$ cat src/rtl/lpr_pkg.sv
package lpr_pkg;

    localparam int unsigned APB_ADDR_W = 3;
    localparam int unsigned APB_DATA_W = 32;
    localparam int unsigned MAXLEN_W   = 31;

    localparam logic [MAXLEN_W-1:0] MAX_LENGTH_RESET = MAXLEN_W'(32'd32 << 20);

    localparam logic REG_MAX_LENGTH = 1'b0;

    localparam logic [2:0] ROLE_FRAME_LEN  = 3'd0;
    localparam logic [2:0] ROLE_COUNT      = 3'd1;
    localparam logic [2:0] ROLE_STRING_LEN = 3'd2;
    localparam logic [2:0] ROLE_DATA       = 3'd3;
    localparam logic [2:0] ROLE_IGNORED    = 3'd4;

    localparam logic [1:0] CMD_GET     = 2'd0;
    localparam logic [1:0] CMD_SET     = 2'd1;
    localparam logic [1:0] CMD_DEL     = 2'd2;
    localparam logic [1:0] CMD_UNKNOWN = 2'd3;

    localparam int unsigned KM_GET  = 0;
    localparam int unsigned KM_SET  = 1;
    localparam int unsigned KM_DEL  = 2;
    localparam int unsigned KM_LEN3 = 3;

    localparam logic [23:0] KW_GET = "get";
    localparam logic [23:0] KW_SET = "set";
    localparam logic [23:0] KW_DEL = "del";

    typedef enum logic [2:0] {
        PH_FLEN,
        PH_COUNT,
        PH_SLEN,
        PH_DATA,
        PH_SKIP
    } t_phase;

    typedef struct packed {
        logic [7:0] byte_out;
        logic [2:0] byte_role;
        logic [7:0] string_index;
        logic       frame_end;
        logic [1:0] command;
        logic       close_now;
    } t_result;

    // Returns the match bits {del, set, get} of one keyword byte position.
    function automatic logic [2:0] kw_hits(input logic [7:0] b, input logic [1:0] pos);
        logic [7:0] g;
        logic [7:0] s;
        logic [7:0] d;
        case (pos)
            2'd0: begin
                g = KW_GET[23:16];
                s = KW_SET[23:16];
                d = KW_DEL[23:16];
            end
            2'd1: begin
                g = KW_GET[15:8];
                s = KW_SET[15:8];
                d = KW_DEL[15:8];
            end
            default: begin
                g = KW_GET[7:0];
                s = KW_SET[7:0];
                d = KW_DEL[7:0];
            end
        endcase
        return {b == d, b == s, b == g};
    endfunction

endpackage

$ cat src/rtl/lpr_in_if.sv
interface lpr_in_if;
    logic       valid;
    logic       ready;
    logic [7:0] stream_byte;

    modport source(output valid, output stream_byte, input ready);
    modport sink(input valid, input stream_byte, output ready);
endinterface

$ cat src/rtl/lpr_out_if.sv
interface lpr_out_if;
    logic       valid;
    logic       ready;
    logic [7:0] byte_out;
    logic [2:0] byte_role;
    logic [7:0] string_index;
    logic       frame_end;
    logic [1:0] command;
    logic       close_now;

    modport source(
        output valid, output byte_out, output byte_role, output string_index,
        output frame_end, output command, output close_now, input ready
    );
    modport sink(
        input valid, input byte_out, input byte_role, input string_index,
        input frame_end, input command, input close_now, output ready
    );
endinterface

$ cat src/rtl/lpr_apb.sv
module lpr_apb
    import lpr_pkg::*;
(
    input  logic                  i_clk,
    input  logic                  i_rst_n,
    input  logic                  psel,
    input  logic                  penable,
    input  logic                  pwrite,
    input  logic [APB_ADDR_W-1:0] paddr,
    input  logic [APB_DATA_W-1:0] pwdata,
    output logic [APB_DATA_W-1:0] prdata,
    output logic                  pready,
    output logic [MAXLEN_W-1:0]   o_max_length
);

    logic [MAXLEN_W-1:0] r_max_length;
    logic                w_write;
    logic                w_sel_max;

    assign pready    = 1'b1;
    assign w_sel_max = (paddr[2] == REG_MAX_LENGTH);
    assign w_write   = psel && penable && pwrite && pready;

    always_ff @(posedge i_clk) begin
        if (!i_rst_n) begin
            r_max_length <= MAX_LENGTH_RESET;
        end else if (w_write && w_sel_max) begin
            r_max_length <= pwdata[MAXLEN_W-1:0];
        end
    end

    always_comb begin
        prdata = '0;
        if (w_sel_max) begin
            prdata = {{(APB_DATA_W - MAXLEN_W){1'b0}}, r_max_length};
        end
    end

    assign o_max_length = r_max_length;

endmodule

$ cat src/rtl/lpr_core.sv
module lpr_core
    import lpr_pkg::*;
(
    input  logic                i_clk,
    input  logic                i_rst_n,
    input  logic                i_step,
    input  logic [7:0]          i_byte,
    input  logic [MAXLEN_W-1:0] i_max_length,
    output t_result             o_result
);

    t_phase              r_phase,  s_phase,  n_phase;
    logic [1:0]          r_wcnt,   s_wcnt,   n_wcnt;
    logic [23:0]         r_shift,  s_shift,  n_shift;
    logic [30:0]         r_fleft,  s_fleft,  n_fleft;
    logic [30:0]         r_sleft,  s_sleft,  n_sleft;
    logic [31:0]         r_bleft,  s_bleft,  n_bleft;
    logic [7:0]          r_scnt,   s_scnt,   n_scnt;
    logic                r_total2, s_total2, n_total2;
    logic                r_total3, s_total3, n_total3;
    logic [3:0]          r_km,     s_km,     n_km;
    logic                r_cfault, s_cfault, n_cfault;
    logic                r_closed, n_closed;

    logic [31:0] w_word;
    logic        w_word_done;
    logic        w_over;
    logic [30:0] w_fl_dec;
    logic [30:0] w_sl_dec;
    logic [7:0]  w_scnt_inc;
    logic [31:0] w_bl_dec;
    logic [2:0]  w_hits;
    logic        w_kw_check;
    logic        w_close;
    logic        w_fend;

    assign w_word      = {i_byte, r_shift};
    assign w_word_done = (r_wcnt == 2'd3);
    assign w_over      = (w_word > {1'b0, i_max_length});
    assign w_fl_dec    = (r_fleft != '0) ? r_fleft - 31'd1 : '0;
    assign w_sl_dec    = r_sleft - 31'd1;
    assign w_scnt_inc  = (r_scnt == 8'hFF) ? r_scnt : r_scnt + 8'd1;
    assign w_bl_dec    = r_bleft - 32'd1;
    assign w_hits      = kw_hits(i_byte, 2'(2'd3 - r_bleft[1:0]));
    assign w_kw_check  = (r_scnt == 8'd0) && r_km[KM_LEN3] &&
                         (r_bleft >= 32'd1) && (r_bleft <= 32'd3);

    // Next state.
    always_comb begin
        s_phase  = r_phase;
        s_wcnt   = r_wcnt;
        s_shift  = r_shift;
        s_fleft  = r_fleft;
        s_sleft  = r_sleft;
        s_bleft  = r_bleft;
        s_scnt   = r_scnt;
        s_total2 = r_total2;
        s_total3 = r_total3;
        s_km     = r_km;
        s_cfault = r_cfault;
        w_close  = 1'b0;
        w_fend   = 1'b0;

        if (!r_closed) begin
            if (r_phase == PH_FLEN) begin
                s_wcnt  = r_wcnt + 2'd1;
                s_shift = w_word[31:8];
                if (w_word_done) begin
                    if (w_over || w_word == '0) begin
                        w_close = 1'b1;
                    end else begin
                        s_fleft = w_word[30:0];
                        s_phase = PH_COUNT;
                    end
                end
            end else begin
                s_fleft = w_fl_dec;
                unique case (r_phase)
                    PH_COUNT: begin
                        s_wcnt  = r_wcnt + 2'd1;
                        s_shift = w_word[31:8];
                        if (w_word_done) begin
                            s_total2 = (w_word == 32'd2);
                            s_total3 = (w_word == 32'd3);
                            s_sleft  = w_word[30:0];
                            s_scnt   = '0;
                            if (w_over) begin
                                s_cfault = 1'b1;
                                s_phase  = PH_SKIP;
                            end else begin
                                s_phase = (w_word == '0) ? PH_SKIP : PH_SLEN;
                            end
                        end
                    end
                    PH_SLEN: begin
                        s_wcnt  = r_wcnt + 2'd1;
                        s_shift = w_word[31:8];
                        if (w_word_done) begin
                            s_bleft = w_word;
                            if (r_scnt == 8'd0) begin
                                s_km = (w_word == 32'd3) ? 4'hF : 4'h0;
                            end
                            if (w_word == '0) begin
                                s_sleft = w_sl_dec;
                                s_scnt  = w_scnt_inc;
                                s_phase = (w_sl_dec == '0) ? PH_SKIP : PH_SLEN;
                            end else begin
                                s_phase = PH_DATA;
                            end
                        end
                    end
                    PH_DATA: begin
                        if (w_kw_check) begin
                            s_km[KM_GET] = r_km[KM_GET] & w_hits[0];
                            s_km[KM_SET] = r_km[KM_SET] & w_hits[1];
                            s_km[KM_DEL] = r_km[KM_DEL] & w_hits[2];
                        end
                        s_bleft = w_bl_dec;
                        if (w_bl_dec == '0) begin
                            s_sleft = w_sl_dec;
                            s_scnt  = w_scnt_inc;
                            s_phase = (w_sl_dec == '0) ? PH_SKIP : PH_SLEN;
                        end
                    end
                    PH_SKIP: begin
                        s_cfault = 1'b1;
                    end
                    default: begin
                    end
                endcase
                if (w_fl_dec == '0) begin
                    if (s_cfault || s_phase != PH_SKIP) begin
                        w_close = 1'b1;
                    end else begin
                        w_fend = 1'b1;
                    end
                end
            end
        end

        n_phase  = s_phase;
        n_wcnt   = s_wcnt;
        n_shift  = s_shift;
        n_fleft  = s_fleft;
        n_sleft  = s_sleft;
        n_bleft  = s_bleft;
        n_scnt   = s_scnt;
        n_total2 = s_total2;
        n_total3 = s_total3;
        n_km     = s_km;
        n_cfault = s_cfault;
        n_closed = r_closed || w_close;

        if (w_fend) begin
            n_phase  = PH_FLEN;
            n_wcnt   = '0;
            n_shift  = '0;
            n_fleft  = '0;
            n_sleft  = '0;
            n_bleft  = '0;
            n_scnt   = '0;
            n_total2 = 1'b0;
            n_total3 = 1'b0;
            n_km     = 4'hF;
            n_cfault = 1'b0;
        end
    end

    // Result of the current item.
    always_comb begin
        o_result              = '0;
        o_result.byte_out     = i_byte;
        o_result.close_now    = w_close;
        o_result.frame_end    = w_fend;
        if (r_closed) begin
            o_result.byte_role = ROLE_IGNORED;
        end else begin
            unique case (r_phase)
                PH_FLEN:  o_result.byte_role = ROLE_FRAME_LEN;
                PH_COUNT: o_result.byte_role = ROLE_COUNT;
                PH_SLEN:  o_result.byte_role = ROLE_STRING_LEN;
                default:  o_result.byte_role = ROLE_DATA;
            endcase
            if (r_phase != PH_FLEN && r_phase != PH_COUNT) begin
                o_result.string_index = r_scnt;
            end
        end
        if (w_fend) begin
            o_result.command = CMD_UNKNOWN;
            if (s_km[KM_LEN3]) begin
                if (s_total2 && s_km[KM_GET]) begin
                    o_result.command = CMD_GET;
                end else if (s_total3 && s_km[KM_SET]) begin
                    o_result.command = CMD_SET;
                end else if (s_total2 && s_km[KM_DEL]) begin
                    o_result.command = CMD_DEL;
                end
            end
        end
    end

    always_ff @(posedge i_clk) begin
        if (!i_rst_n) begin
            r_phase  <= PH_FLEN;
            r_wcnt   <= '0;
            r_shift  <= '0;
            r_fleft  <= '0;
            r_sleft  <= '0;
            r_bleft  <= '0;
            r_scnt   <= '0;
            r_total2 <= 1'b0;
            r_total3 <= 1'b0;
            r_km     <= 4'hF;
            r_cfault <= 1'b0;
            r_closed <= 1'b0;
        end else if (i_step) begin
            r_phase  <= n_phase;
            r_wcnt   <= n_wcnt;
            r_shift  <= n_shift;
            r_fleft  <= n_fleft;
            r_sleft  <= n_sleft;
            r_bleft  <= n_bleft;
            r_scnt   <= n_scnt;
            r_total2 <= n_total2;
            r_total3 <= n_total3;
            r_km     <= n_km;
            r_cfault <= n_cfault;
            r_closed <= n_closed;
        end
    end

endmodule

$ cat src/rtl/length_prefixed_request_parser.sv
// Request deframer for a length-prefixed byte stream.
// The input channel i_in carries one stream byte per item. The output channel
// o_out returns one item per input byte: the byte, its role, its string index,
// a frame end flag with the decoded command, and a close flag for faults.
// A frame is a little-endian 32-bit length, a 32-bit string count and, per
// string, a 32-bit length and its data bytes. Once the stream is closed, every
// further byte comes back tagged as ignored.
// The largest allowed frame length and string count is set over the APB port
// at address 0 and should be written only while the block is idle.
// Items on o_out come from a registered buffer. One byte is taken every cycle
// while ready is high; parser state updates in the same cycle it is taken.
// A two-entry output buffer lets the block take a byte while a finished item
// waits, and ready drops only when both entries are full.
// Reset (synchronous, active low) starts a new frame, reopens the stream,
// empties the output buffer and restores the length limit to 32 MiB.
module length_prefixed_request_parser
    import lpr_pkg::*;
(
    input  logic                  i_clk,
    input  logic                  i_rst_n,
    lpr_in_if.sink                i_in,
    lpr_out_if.source             o_out,
    input  logic                  psel,
    input  logic                  penable,
    input  logic                  pwrite,
    input  logic [APB_ADDR_W-1:0] paddr,
    input  logic [APB_DATA_W-1:0] pwdata,
    output logic [APB_DATA_W-1:0] prdata,
    output logic                  pready
);

    logic [MAXLEN_W-1:0] w_max_length;
    t_result             w_result;
    t_result             r_main;
    t_result             r_skid;
    logic                r_main_v;
    logic                r_skid_v;
    logic                w_in_acc;
    logic                w_out_take;

    lpr_apb u_apb (
        .i_clk        (i_clk),
        .i_rst_n      (i_rst_n),
        .psel         (psel),
        .penable      (penable),
        .pwrite       (pwrite),
        .paddr        (paddr),
        .pwdata       (pwdata),
        .prdata       (prdata),
        .pready       (pready),
        .o_max_length (w_max_length)
    );

    lpr_core u_core (
        .i_clk        (i_clk),
        .i_rst_n      (i_rst_n),
        .i_step       (w_in_acc),
        .i_byte       (i_in.stream_byte),
        .i_max_length (w_max_length),
        .o_result     (w_result)
    );

    assign i_in.ready = !r_skid_v;
    assign w_in_acc   = i_in.valid && !r_skid_v;
    assign w_out_take = r_main_v && o_out.ready;

    always_ff @(posedge i_clk) begin
        if (!i_rst_n) begin
            r_main_v <= 1'b0;
            r_skid_v <= 1'b0;
        end else begin
            if (w_out_take) begin
                if (r_skid_v) begin
                    r_skid_v <= 1'b0;
                end else begin
                    r_main_v <= w_in_acc;
                end
            end else if (w_in_acc) begin
                if (!r_main_v) begin
                    r_main_v <= 1'b1;
                end else begin
                    r_skid_v <= 1'b1;
                end
            end
        end
    end

    always_ff @(posedge i_clk) begin
        if (w_out_take) begin
            r_main <= r_skid_v ? r_skid : w_result;
        end else if (w_in_acc && !r_main_v) begin
            r_main <= w_result;
        end
        if (w_in_acc && r_main_v && !w_out_take) begin
            r_skid <= w_result;
        end
    end

    assign o_out.valid        = r_main_v;
    assign o_out.byte_out     = r_main.byte_out;
    assign o_out.byte_role    = r_main.byte_role;
    assign o_out.string_index = r_main.string_index;
    assign o_out.frame_end    = r_main.frame_end;
    assign o_out.command      = r_main.command;
    assign o_out.close_now    = r_main.close_now;

`ifndef SYNTH
    a_skid_needs_main: assert property (@(posedge i_clk) disable iff (!i_rst_n)
        r_skid_v |-> r_main_v)
        else $error("skid entry holds an item while the main entry is empty");

    a_closed_stays: assert property (@(posedge i_clk) disable iff (!i_rst_n)
        (w_in_acc && w_result.close_now) |=> (w_result.byte_role == ROLE_IGNORED))
        else $error("stream did not stay closed after a fault");

    a_end_or_close: assert property (@(posedge i_clk) disable iff (!i_rst_n)
        !(w_result.frame_end && w_result.close_now))
        else $error("frame end and close reported on the same item");

    a_full_stalls: assert property (@(posedge i_clk) disable iff (!i_rst_n)
        (r_skid_v && !o_out.ready) |=> (r_skid_v && $stable(r_skid)))
        else $error("buffered item changed while the output was stalled");
`endif

endmodule

$ cat src/flat_wrapper.sv
// flat-port wrapper written by rule: the top's interface ports become plain ports
module length_prefixed_request_parser_flat import lpr_pkg::*;
  (i_clk, i_rst_n, psel, penable, pwrite, paddr, pwdata, prdata, pready, i_in_valid, i_in_stream_byte, i_in_ready, o_out_valid, o_out_byte_out, o_out_byte_role, o_out_string_index, o_out_frame_end, o_out_command, o_out_close_now, o_out_ready);
  lpr_in_if i_in_i ();
  lpr_out_if o_out_i ();
  input  logic i_clk;
  input  logic i_rst_n;
  input  logic psel;
  input  logic penable;
  input  logic pwrite;
  input  logic [APB_ADDR_W-1:0] paddr;
  input  logic [APB_DATA_W-1:0] pwdata;
  output logic [APB_DATA_W-1:0] prdata;
  output logic pready;
  input wire logic [$bits(i_in_i.valid)-1:0] i_in_valid;
  input wire logic [$bits(i_in_i.stream_byte)-1:0] i_in_stream_byte;
  output wire logic [$bits(i_in_i.ready)-1:0] i_in_ready;
  output wire logic [$bits(o_out_i.valid)-1:0] o_out_valid;
  output wire logic [$bits(o_out_i.byte_out)-1:0] o_out_byte_out;
  output wire logic [$bits(o_out_i.byte_role)-1:0] o_out_byte_role;
  output wire logic [$bits(o_out_i.string_index)-1:0] o_out_string_index;
  output wire logic [$bits(o_out_i.frame_end)-1:0] o_out_frame_end;
  output wire logic [$bits(o_out_i.command)-1:0] o_out_command;
  output wire logic [$bits(o_out_i.close_now)-1:0] o_out_close_now;
  input wire logic [$bits(o_out_i.ready)-1:0] o_out_ready;
  assign i_in_i.valid = i_in_valid;
  assign i_in_i.stream_byte = i_in_stream_byte;
  assign i_in_ready = i_in_i.ready;
  assign o_out_valid = o_out_i.valid;
  assign o_out_byte_out = o_out_i.byte_out;
  assign o_out_byte_role = o_out_i.byte_role;
  assign o_out_string_index = o_out_i.string_index;
  assign o_out_frame_end = o_out_i.frame_end;
  assign o_out_command = o_out_i.command;
  assign o_out_close_now = o_out_i.close_now;
  assign o_out_i.ready = o_out_ready;
  length_prefixed_request_parser u_core (.i_clk(i_clk), .i_rst_n(i_rst_n), .i_in(i_in_i), .o_out(o_out_i), .psel(psel), .penable(penable), .pwrite(pwrite), .paddr(paddr), .pwdata(pwdata), .prdata(prdata), .pready(pready));
endmodule
$ cat config.mk
export PLATFORM = sky130hd
export DESIGN_NAME = length_prefixed_request_parser_flat
export DESIGN_NICKNAME = d
export VERILOG_FILES = /design/src/rtl/lpr_pkg.sv /design/src/rtl/lpr_in_if.sv /design/src/rtl/lpr_out_if.sv /design/src/rtl/lpr_apb.sv /design/src/rtl/lpr_core.sv /design/src/rtl/length_prefixed_request_parser.sv /design/src/flat_wrapper.sv
export SDC_FILE = /design/constraint.sdc
export NUM_CORES = 1
export LEC_CHECK = 0
export BUFFER_PORTS_ARGS = -buffer_cell sky130_fd_sc_hd__buf_2
export CAP_MARGIN = 5
export CELL_PAD_IN_SITES_DETAIL_PLACEMENT = 1
export CELL_PAD_IN_SITES_GLOBAL_PLACEMENT = 1
export CORE_ASPECT_RATIO = 1.1
export CORE_UTILIZATION = 25
export CTS_CLUSTER_SIZE = 28
export DETAILED_ROUTE_END_ITERATION = 8
export MAX_ROUTING_LAYER = met4
export PLACE_DENSITY = 0.56
export RECOVER_POWER = 50
export SYNTH_ARGS = -nofsm -noshare
export SYNTH_HDL_FRONTEND = slang
export SYNTH_SLANG_ARGS = --single-unit
$ cat constraint.sdc
create_clock -name i_clk -period 8.05 [get_ports i_clk]
set_clock_uncertainty 0.05 [all_clocks]
set_input_delay 0.4025 -clock i_clk [delete_from_list [all_inputs] [get_ports i_clk]]
set_output_delay 0.4025 -clock i_clk [all_outputs]
set_load 0.05 [all_outputs]
==> metrics.yaml, run 1 <==
clock_tree:
  cts_hold_buf: 0
  ctsResizeCount: 0
  cts_made_buffers: 28
  cts-root-buf: "clkbuf_16"
  postCtsSetupBuffers: 0
  cts_tree: "built"
  clk_latency_ns: 0.57
  htree_levels: 1
  clock_path_buffers: 3
  cts_sinks: 218
  clk_pin_slew_ns: 0.06
sta:
  max_freq_ghz: 0.193
  final.setup.tns_ns: 0
  finalHoldViolCount: 0
  setup_ws_ns: 2.87
  rsz0062_at_grt: "no"
  slew_viol_final: 0
  min_period_ns: 5.18
  relSlewSlack_pct: 3.76
  tightest_slew_ns: 1.44
  setup_viol: 0
  period_share_pct: 64.4
global_route:
  grt_util_met2_pct: 31.6
  grt_max_degree: 83
  track_usage_pct: 18.9
  top_usage_layer: "met2"
  use_met1_pct: 23.9
  grt_pass1_vias: 13720
  grt_overflow: 0
  use_met3_pct: 2.43
  antenna_found_initial: 1
  grt_pass1_wl_mm: 80.1
synth:
  synth_warnings: 0
  synthCells: 1725
  yosys.area.top_type: "dfxtp_1"
  synth_top_flop_cell: "dfxtp_1"
  ys_top_cells_by_area: "dfxtp_1, edfxtp_1, nand2_1"
  synth_seq_cells: 218
  yosysUniqueCellTypes: 77
  syn_area_sq_um: 13600
  ys_seq_area_share_pct: 35.5
  avgSynthCellArea_sq_um: 7.88
  synth_top_area_share_pct: 25.3
  synth_edf_count: 46
  syn-num-nets: 1817
  synth_async_sr_flop_share_pct: 0
final_layout:
  final_cell_mix: "nand2_1, dfxtp_1, nor2_1"
  layout.nets: 1852
  fill_cells: 6553
  drive_above_1_share_pct: 8.65
  final_common_cell: "nand2_1"
  syn_to_final_growth_pct: 14.6
drt:
  drt-initial-drc-count: 706
  postRouteAntennaNets: 0
  drcViolationCount: 0
  via_count: 13368
  finalWirelength_mm: 51.5
  via_per_inst: 5.33
  dr.pass1.iters: 7
  wl_per_cell_microns: 20.5
placed_design:
  io_buffers: 102
  dp_hpwl_mm: 35.4
  place_congestion: 0.837
  dp_slack_ns: 2.95
power:
  swShare_pct: 34.8
  p_seq_share_pct: 36.1
  power.switching_uw: 1180
  clkPwrFrac_pct: 38.1
  pwr-share-comb_pct: 25.9
  max-vdd-ir-drop_uv: 152
  internal-power_uw: 2200
  powerDensity_nw_per_um2: 217
  p_leak_uw: 0.00572
setup_path:
  crit_arrival_ns: 5.53
  critPathLaunch: "u_core.u_core.r_bleft[0]$_SDFFE_PN0P_"
  critPathKind: "reg -> reg"
  endpoint_kind: "flop"
  crit_path_end: "u_core.u_core.r_bleft[15]$_SDFFE_PN0P_"
  reg2reg_depth: 13
  critPathRequiredTime_ns: 8.40
  rr_endpoint: "u_core.u_core.r_bleft[15]$_SDFFE_PN0P_"
  timing.rr.start: "u_core.u_core.r_bleft[0]$_SDFFE_PN0P_"
  startpoint_type: "flop"
  cp_max_fo: 19
  reg2reg_slack_ns: 2.87
min_path:
  hold_path.class: "in -> reg"
  min_from: "pwdata[25]"
outcome:
  status: "finished clean"
floorplan:
  core_sq_um: 53700
  num_rows: 89
  initial_core_util_pct: 25.3
  die_w_microns: 224
  dieArea_sq_um: 55300
  die-height_microns: 246
  ios: 108
flow_run:
  cap_violations: 0
## worst max-delay path: stages, from the launching register on
cell and delay, ns:
dfxtp_1 0.38, inv_1 0.16, ha_1 0.36, nor3b_1 0.38
and3_1 0.33, a31oi_1 0.12, nor4_1 0.58, and4_1 0.38
a31oi_1 0.21, nor4b_2 0.47, nand4_4 0.40, nand3_1 0.66
buf_4 0.38, o32ai_1 0.13
## cells by family after synthesis
logic type	share of synthesized area, %
and+or+nand+nor	27.4
buffers and inverters	5.77
AOI/OAI and AO/OA	20.9
other	0.0553
DFF	35.5
muxes	4.04
xor gates and xnor gates	2.51
adders and majority gates	3.87
## power by group through the flow
| stage | clock (uW) | sequential [uW] | combinational, uW |
|---|---|---|---|
| final | 1290 | 1220 | 875 |
| after global routing | 1360 | 1220 | 962 |
| after CTS | 1320 | 1220 | 883 |
| after detailed placement | 0 | 1240 | 878 |
| after global placement | 0 | 1240 | 865 |
| after floorplan | 0 | 1250 | 594 |
## sequential cells by signal, indices dropped and copies added (netlist names), 3 cells and up
signal                     count
u_core.u_apb.o_max_length     31
u_core.u_core.r_shift         24
u_core.u_core.r_phase          3
u_core.u_core.r_km             4
u_core.u_core.r_sleft         31
u_core.u_core.r_bleft         32
u_core.o_out.byte_out          8
u_core.o_out.byte_role         3
u_core.u_core.r_scnt           8
u_core.o_out.string_index      8
u_core.r_skid                 23
u_core.u_core.r_fleft         31
## cells in the mapped netlist (25+ instances only)
| cell | n |
|---|---|
| mux2i_1 | 29 |
| edfxtp_1 | 46 |
| a21boi_0 | 50 |
| ha_1 | 42 |
| nor2_1 | 154 |
| nand2_1 | 212 |
| nand4_1 | 40 |
| inv_1 | 72 |
| a21oi_1 | 104 |
| a31oi_1 | 25 |
| o21ai_0 | 85 |
| o22ai_1 | 35 |
| dfxtp_1 | 172 |
| clkbuf_1 | 109 |
| nand3_1 | 67 |
| nor3_1 | 85 |
| nor4_1 | 57 |
## how the worst min path moves through the flow
stage                                                 end  slack [ns]  cells past startpoint
3_5_place_dp         u_core.u_core.r_wcnt[1]$_SDFFE_PN0P_        0.41                      2
4_1_cts        u_core.u_apb.o_max_length[25]$_SDFFE_PN1P_       0.001                      3
5_1_grt        u_core.u_apb.o_max_length[25]$_SDFFE_PN1P_        0.02                      3
6_report       u_core.u_apb.o_max_length[25]$_SDFFE_PN1P_        0.02                      3
2_1_floorplan                 u_core.r_skid[14]$_DFFE_PP_        0.36                      0
3_3_place_gp         u_core.u_core.r_wcnt[1]$_SDFFE_PN0P_        0.40                      2
## per-stage QoR
step | cell area (sq um) | power, uW | std cells | hold WS [ns] | util (%)
finish | 15600 | 3380 | 2510 | 0.0250 | 29.0
global route | 15600 | 3550 | 2510 | 0.0171 | 29.0
CTS | 15700 | 3420 | 2509 | 0.00109 | 29.2
detailed placement | 14800 | 2120 | 2458 | 0.408 | 27.5
global placement | 14800 | 2110 | 2458 | 0.396 | 27.5
floorplan | 13600 | 1850 | 1725 | 0.356 | -
## final cells by class
type | count | area (sq um) | area share (%)
tap | 728 | 911 | 5.85
multi-input combinational | 1309 | 8020 | 51.5
sequential | 218 | 4820 | 31.0
clock buffer | 41 | 791 | 5.08
inverter | 73 | 274 | 1.76
antenna | 1 | 2.50 | 0.0161
clock inverter | 10 | 123 | 0.788
timing repair buffer | 130 | 627 | 4.03
## per-layer routing
layer / share of wire (%) / vias up
li1: - / 6388
met1: 46 / 6617
met2: 47 / 277
met3: 3.7 / 86
met4: 2.9 / 0
met5: 0 / -
(Power assumes the default switching activity.)
==> run 2: changes to the inputs <==
--- a/config.mk
+++ b/config.mk
@@ -14,7 +14,7 @@
 export CTS_CLUSTER_SIZE = 28
 export DETAILED_ROUTE_END_ITERATION = 8
 export MAX_ROUTING_LAYER = met4
-export PLACE_DENSITY = 0.56
+export PLACE_DENSITY = 0.57
 export RECOVER_POWER = 50
 export SYNTH_ARGS = -nofsm -noshare
 export SYNTH_HDL_FRONTEND = slang
==> constraint.sdc (replaced) <==
create_clock -name i_clk -period 4.2 [get_ports i_clk]
set_clock_uncertainty 0.05 [all_clocks]
set_input_delay 0.21 -clock i_clk [delete_from_list [all_inputs] [get_ports i_clk]]
set_output_delay 0.21 -clock i_clk [all_outputs]
set_load 0.05 [all_outputs]
==> run 2 against run 1 <==
  * The flow now finishes with violations (max-capacitance violations, max-slew violations)
  * Combinational power is 120% higher
  * Global-route usage is 1.1 points higher
  * Via count is 3.9% higher
  * Routed wire length is 4.6% higher
  * Register-to-register slack worse by 2.7 ns
  * Sequential share of layout area is 2.3 points lower
  * Largest cell class unchanged
  * Critical path type unchanged
  * Setup slack worse by 2.7 ns
  * Largest power group unchanged
==> metrics.yaml, run 2 (synthesis results as in run 1) <==
placed_design:
  place_congestion: 0.909  # +8.7%
  dp_cells: 2539  # +3.3%
  dp_hpwl_mm: 37.1  # +4.9%
  dp_slack_ns: 0.249  # -2.70 ns
  io_buffers: 102  # unchanged
final_layout:
  n_antenna_cell: 0  # -1
  layout.nets: 1971  # +6.4%
  top_register: "u_core.u_core.r_bleft"
  final_cell_mix: "nand2_1, dfxtp_1, nor2_1"
  syn_to_final_growth_pct: 23.7
  largest_register_ffs: 32  # unchanged
  stdcell_count: 2629  # +4.7%
  final_common_cell: "nand2_1"
  drive_above_1_share_pct: 13.4  # +4.7 points
setup_path:
  critPathRequiredTime_ns: 4.63  # -3.77 ns
  cp_max_fo: 26  # +7
  startpoint_type: "flop"
  critPathKind: "reg -> reg"
  crit_arrival_ns: 4.43  # -1.10 ns
  endpoint_kind: "flop"
sta:
  min_period_ns: 3.99  # -1.19 ns
  relSlewSlack_pct: -36.1  # -40 points
  whs_ns: 0.101  # +0.0761 ns
  setup_viol: 0  # unchanged
  max_freq_ghz: 0.250  # +30%
  rsz0062_at_grt: "no"
  setup_ws_ns: 0.206  # -2.66 ns
  slew_viol_final: 84  # +84
  finalHoldViolCount: 0  # unchanged
  tightest_slew_ns: 2.03  # +0.584 ns
  final.setup.tns_ns: 0  # unchanged
  period_share_pct: 95.1  # +31 points
power:
  p_seq_share_pct: 33.5  # -2.6 points
  powerDensity_nw_per_um2: 411  # +89%
  max-vdd-ir-drop_uv: 289  # +90%
  pwr-share-comb_pct: 27.3  # +1.4 points
  internal-power_uw: 4570  # +110%
  power.switching_uw: 2340  # +99%
  clkPwrFrac_pct: 39.2  # +1.1 points
  p_leak_uw: 0.00639  # +12%
  power_uw: 6910  # +100%
  swShare_pct: 33.9  # -0.97 points
clock_tree:
  cts_tree: "built"
  postCtsSetupBuffers: 0  # unchanged
  clk_latency_ns: 0.58  # about the same
  cts_made_buffers: 28  # unchanged
  cts-root-buf: "clkbuf_16"
  htree_levels: 1  # unchanged
  clock_path_buffers: 3  # unchanged
  cts_sinks: 218  # unchanged
  clk_pin_slew_ns: 0.06  # about the same
drt:
  drt-initial-drc-count: 841  # +19%
  finalWirelength_mm: 53.9  # +4.6%
  via_count: 13895  # +3.9%
  postRouteAntennaNets: 0  # unchanged
  wl_per_cell_microns: 20.5  # -0.17%
  dr.pass1.iters: 5  # -2
  drcViolationCount: 0  # unchanged
  via_per_inst: 5.29  # -0.76%
floorplan:
  core_sq_um: 53700  # unchanged
  die_w_microns: 224  # unchanged
  die-height_microns: 246  # unchanged
  num_rows: 89  # unchanged
  dieArea_sq_um: 55300  # unchanged
  ios: 108  # unchanged
  initial_core_util_pct: 25.3  # unchanged
global_route:
  grt_overflow: 0  # unchanged
  track_usage_pct: 20.0  # +1.1 points
  grt_pass1_vias: 14351  # +4.6%
  grt_max_degree: 164  # +98%
  grt_pass1_wl_mm: 84.4  # +5.4%
  antenna_found_initial: 0  # -1
outcome:
  violations: "max-capacitance violations, max-slew violations"
  status: "finished, violations left"
flow_run:
  cap_violations: 3  # +3
min_path:
  hold_path.class: "in -> reg"
[run 2: changes by cell type in the layout (fill, tap and decap cells not counted), moves of 3 or more]
cell	change
nor4_2	+4
dlygate4sd3_1	+37
clkbuf_1	-9
nor4_1	-4
buf_4	+66
buf_2	+8
buf_12	+8
clkinvlp_4	+3
[run 2: area by class of cell]
cell class | instances | area [sq um]
inverters | 73 | 274
repair buffers | 249 | 1720
flip-flops and latches | 218 | 4830
multi-input cells | 1309 | 8050
clock inverters | 17 | 225
clock buffers | 35 | 811
fillers | 6515 | 36900
well taps | 728 | 911
[run 2: power groups by stage]
| stage | combinational (uW) | clock, uW | sequential, uW |
|---|---|---|---|
| detailed placement | 1860 | 0 | 2360 |
| global placement | 1840 | 0 | 2350 |
| CTS | 1890 | 2780 | 2310 |
| floorplan | 1140 | 0 | 2400 |
| finish | 1890 | 2710 | 2310 |
| global route | 2070 | 2840 | 2330 |
[run 2: worst max-delay path, cell delays in order (launching register included)]
cell,delay (ns)
dfxtp_1,0.38
inv_1,0.13
ha_1,0.19
nor3b_1,0.34
nand3_1,0.31
or4_1,0.47
a21oi_1,0.26
o2111ai_1,0.19
o31ai_1,0.35
a21o_1,0.23
nand4_4,0.16
a211oi_4,0.33
buf_12,0.26
mux2i_1,0.24
[run 2: layer usage]
layer  track usage (%)  vias to the layer above  wire length [microns]
met5                 -                        -                      0
met4              6.04                        0                   1810
met3              1.65                       86                   1730
met2              32.6                      270                  25000
met1              26.3                     6920                  25300
li1                  -                     6619                      -
[run 2: worst paths after layout]
check             slack (ns)                                      start                                   endpoint  depth (start not counted)
setup / recovery        0.21      u_core.u_core.r_bleft[1]$_SDFFE_PN0P_      u_core.u_core.r_shift[1]$_SDFFE_PN0P_                         13
hold / removal          0.10                                    i_rst_n     u_core.u_core.r_bleft[31]$_SDFFE_PN0P_                          3
setup reg to reg        0.21      u_core.u_core.r_bleft[1]$_SDFFE_PN0P_      u_core.u_core.r_shift[1]$_SDFFE_PN0P_                         13
hold reg to reg         0.42  u_core.u_apb.o_max_length[5]$_SDFFE_PN0P_  u_core.u_apb.o_max_length[5]$_SDFFE_PN0P_                          2
[run 2: metrics by stage]
step / instance area [sq um] / util (%)
2_1_floorplan: 13600 / -
3_3_place_gp: 15500 / 28.8
3_5_place_dp: 15500 / 28.8
4_1_cts: 16900 / 31.4
5_1_grt: 16800 / 31.3
6_report: 16800 / 31.3
[run 2: timing repair]
item,4_1_cts,5_1_grt
hold buffers,37,0
resized for setup,0,8
setup endpoints to repair,0,34
endpoints found under the hold margin,33,0
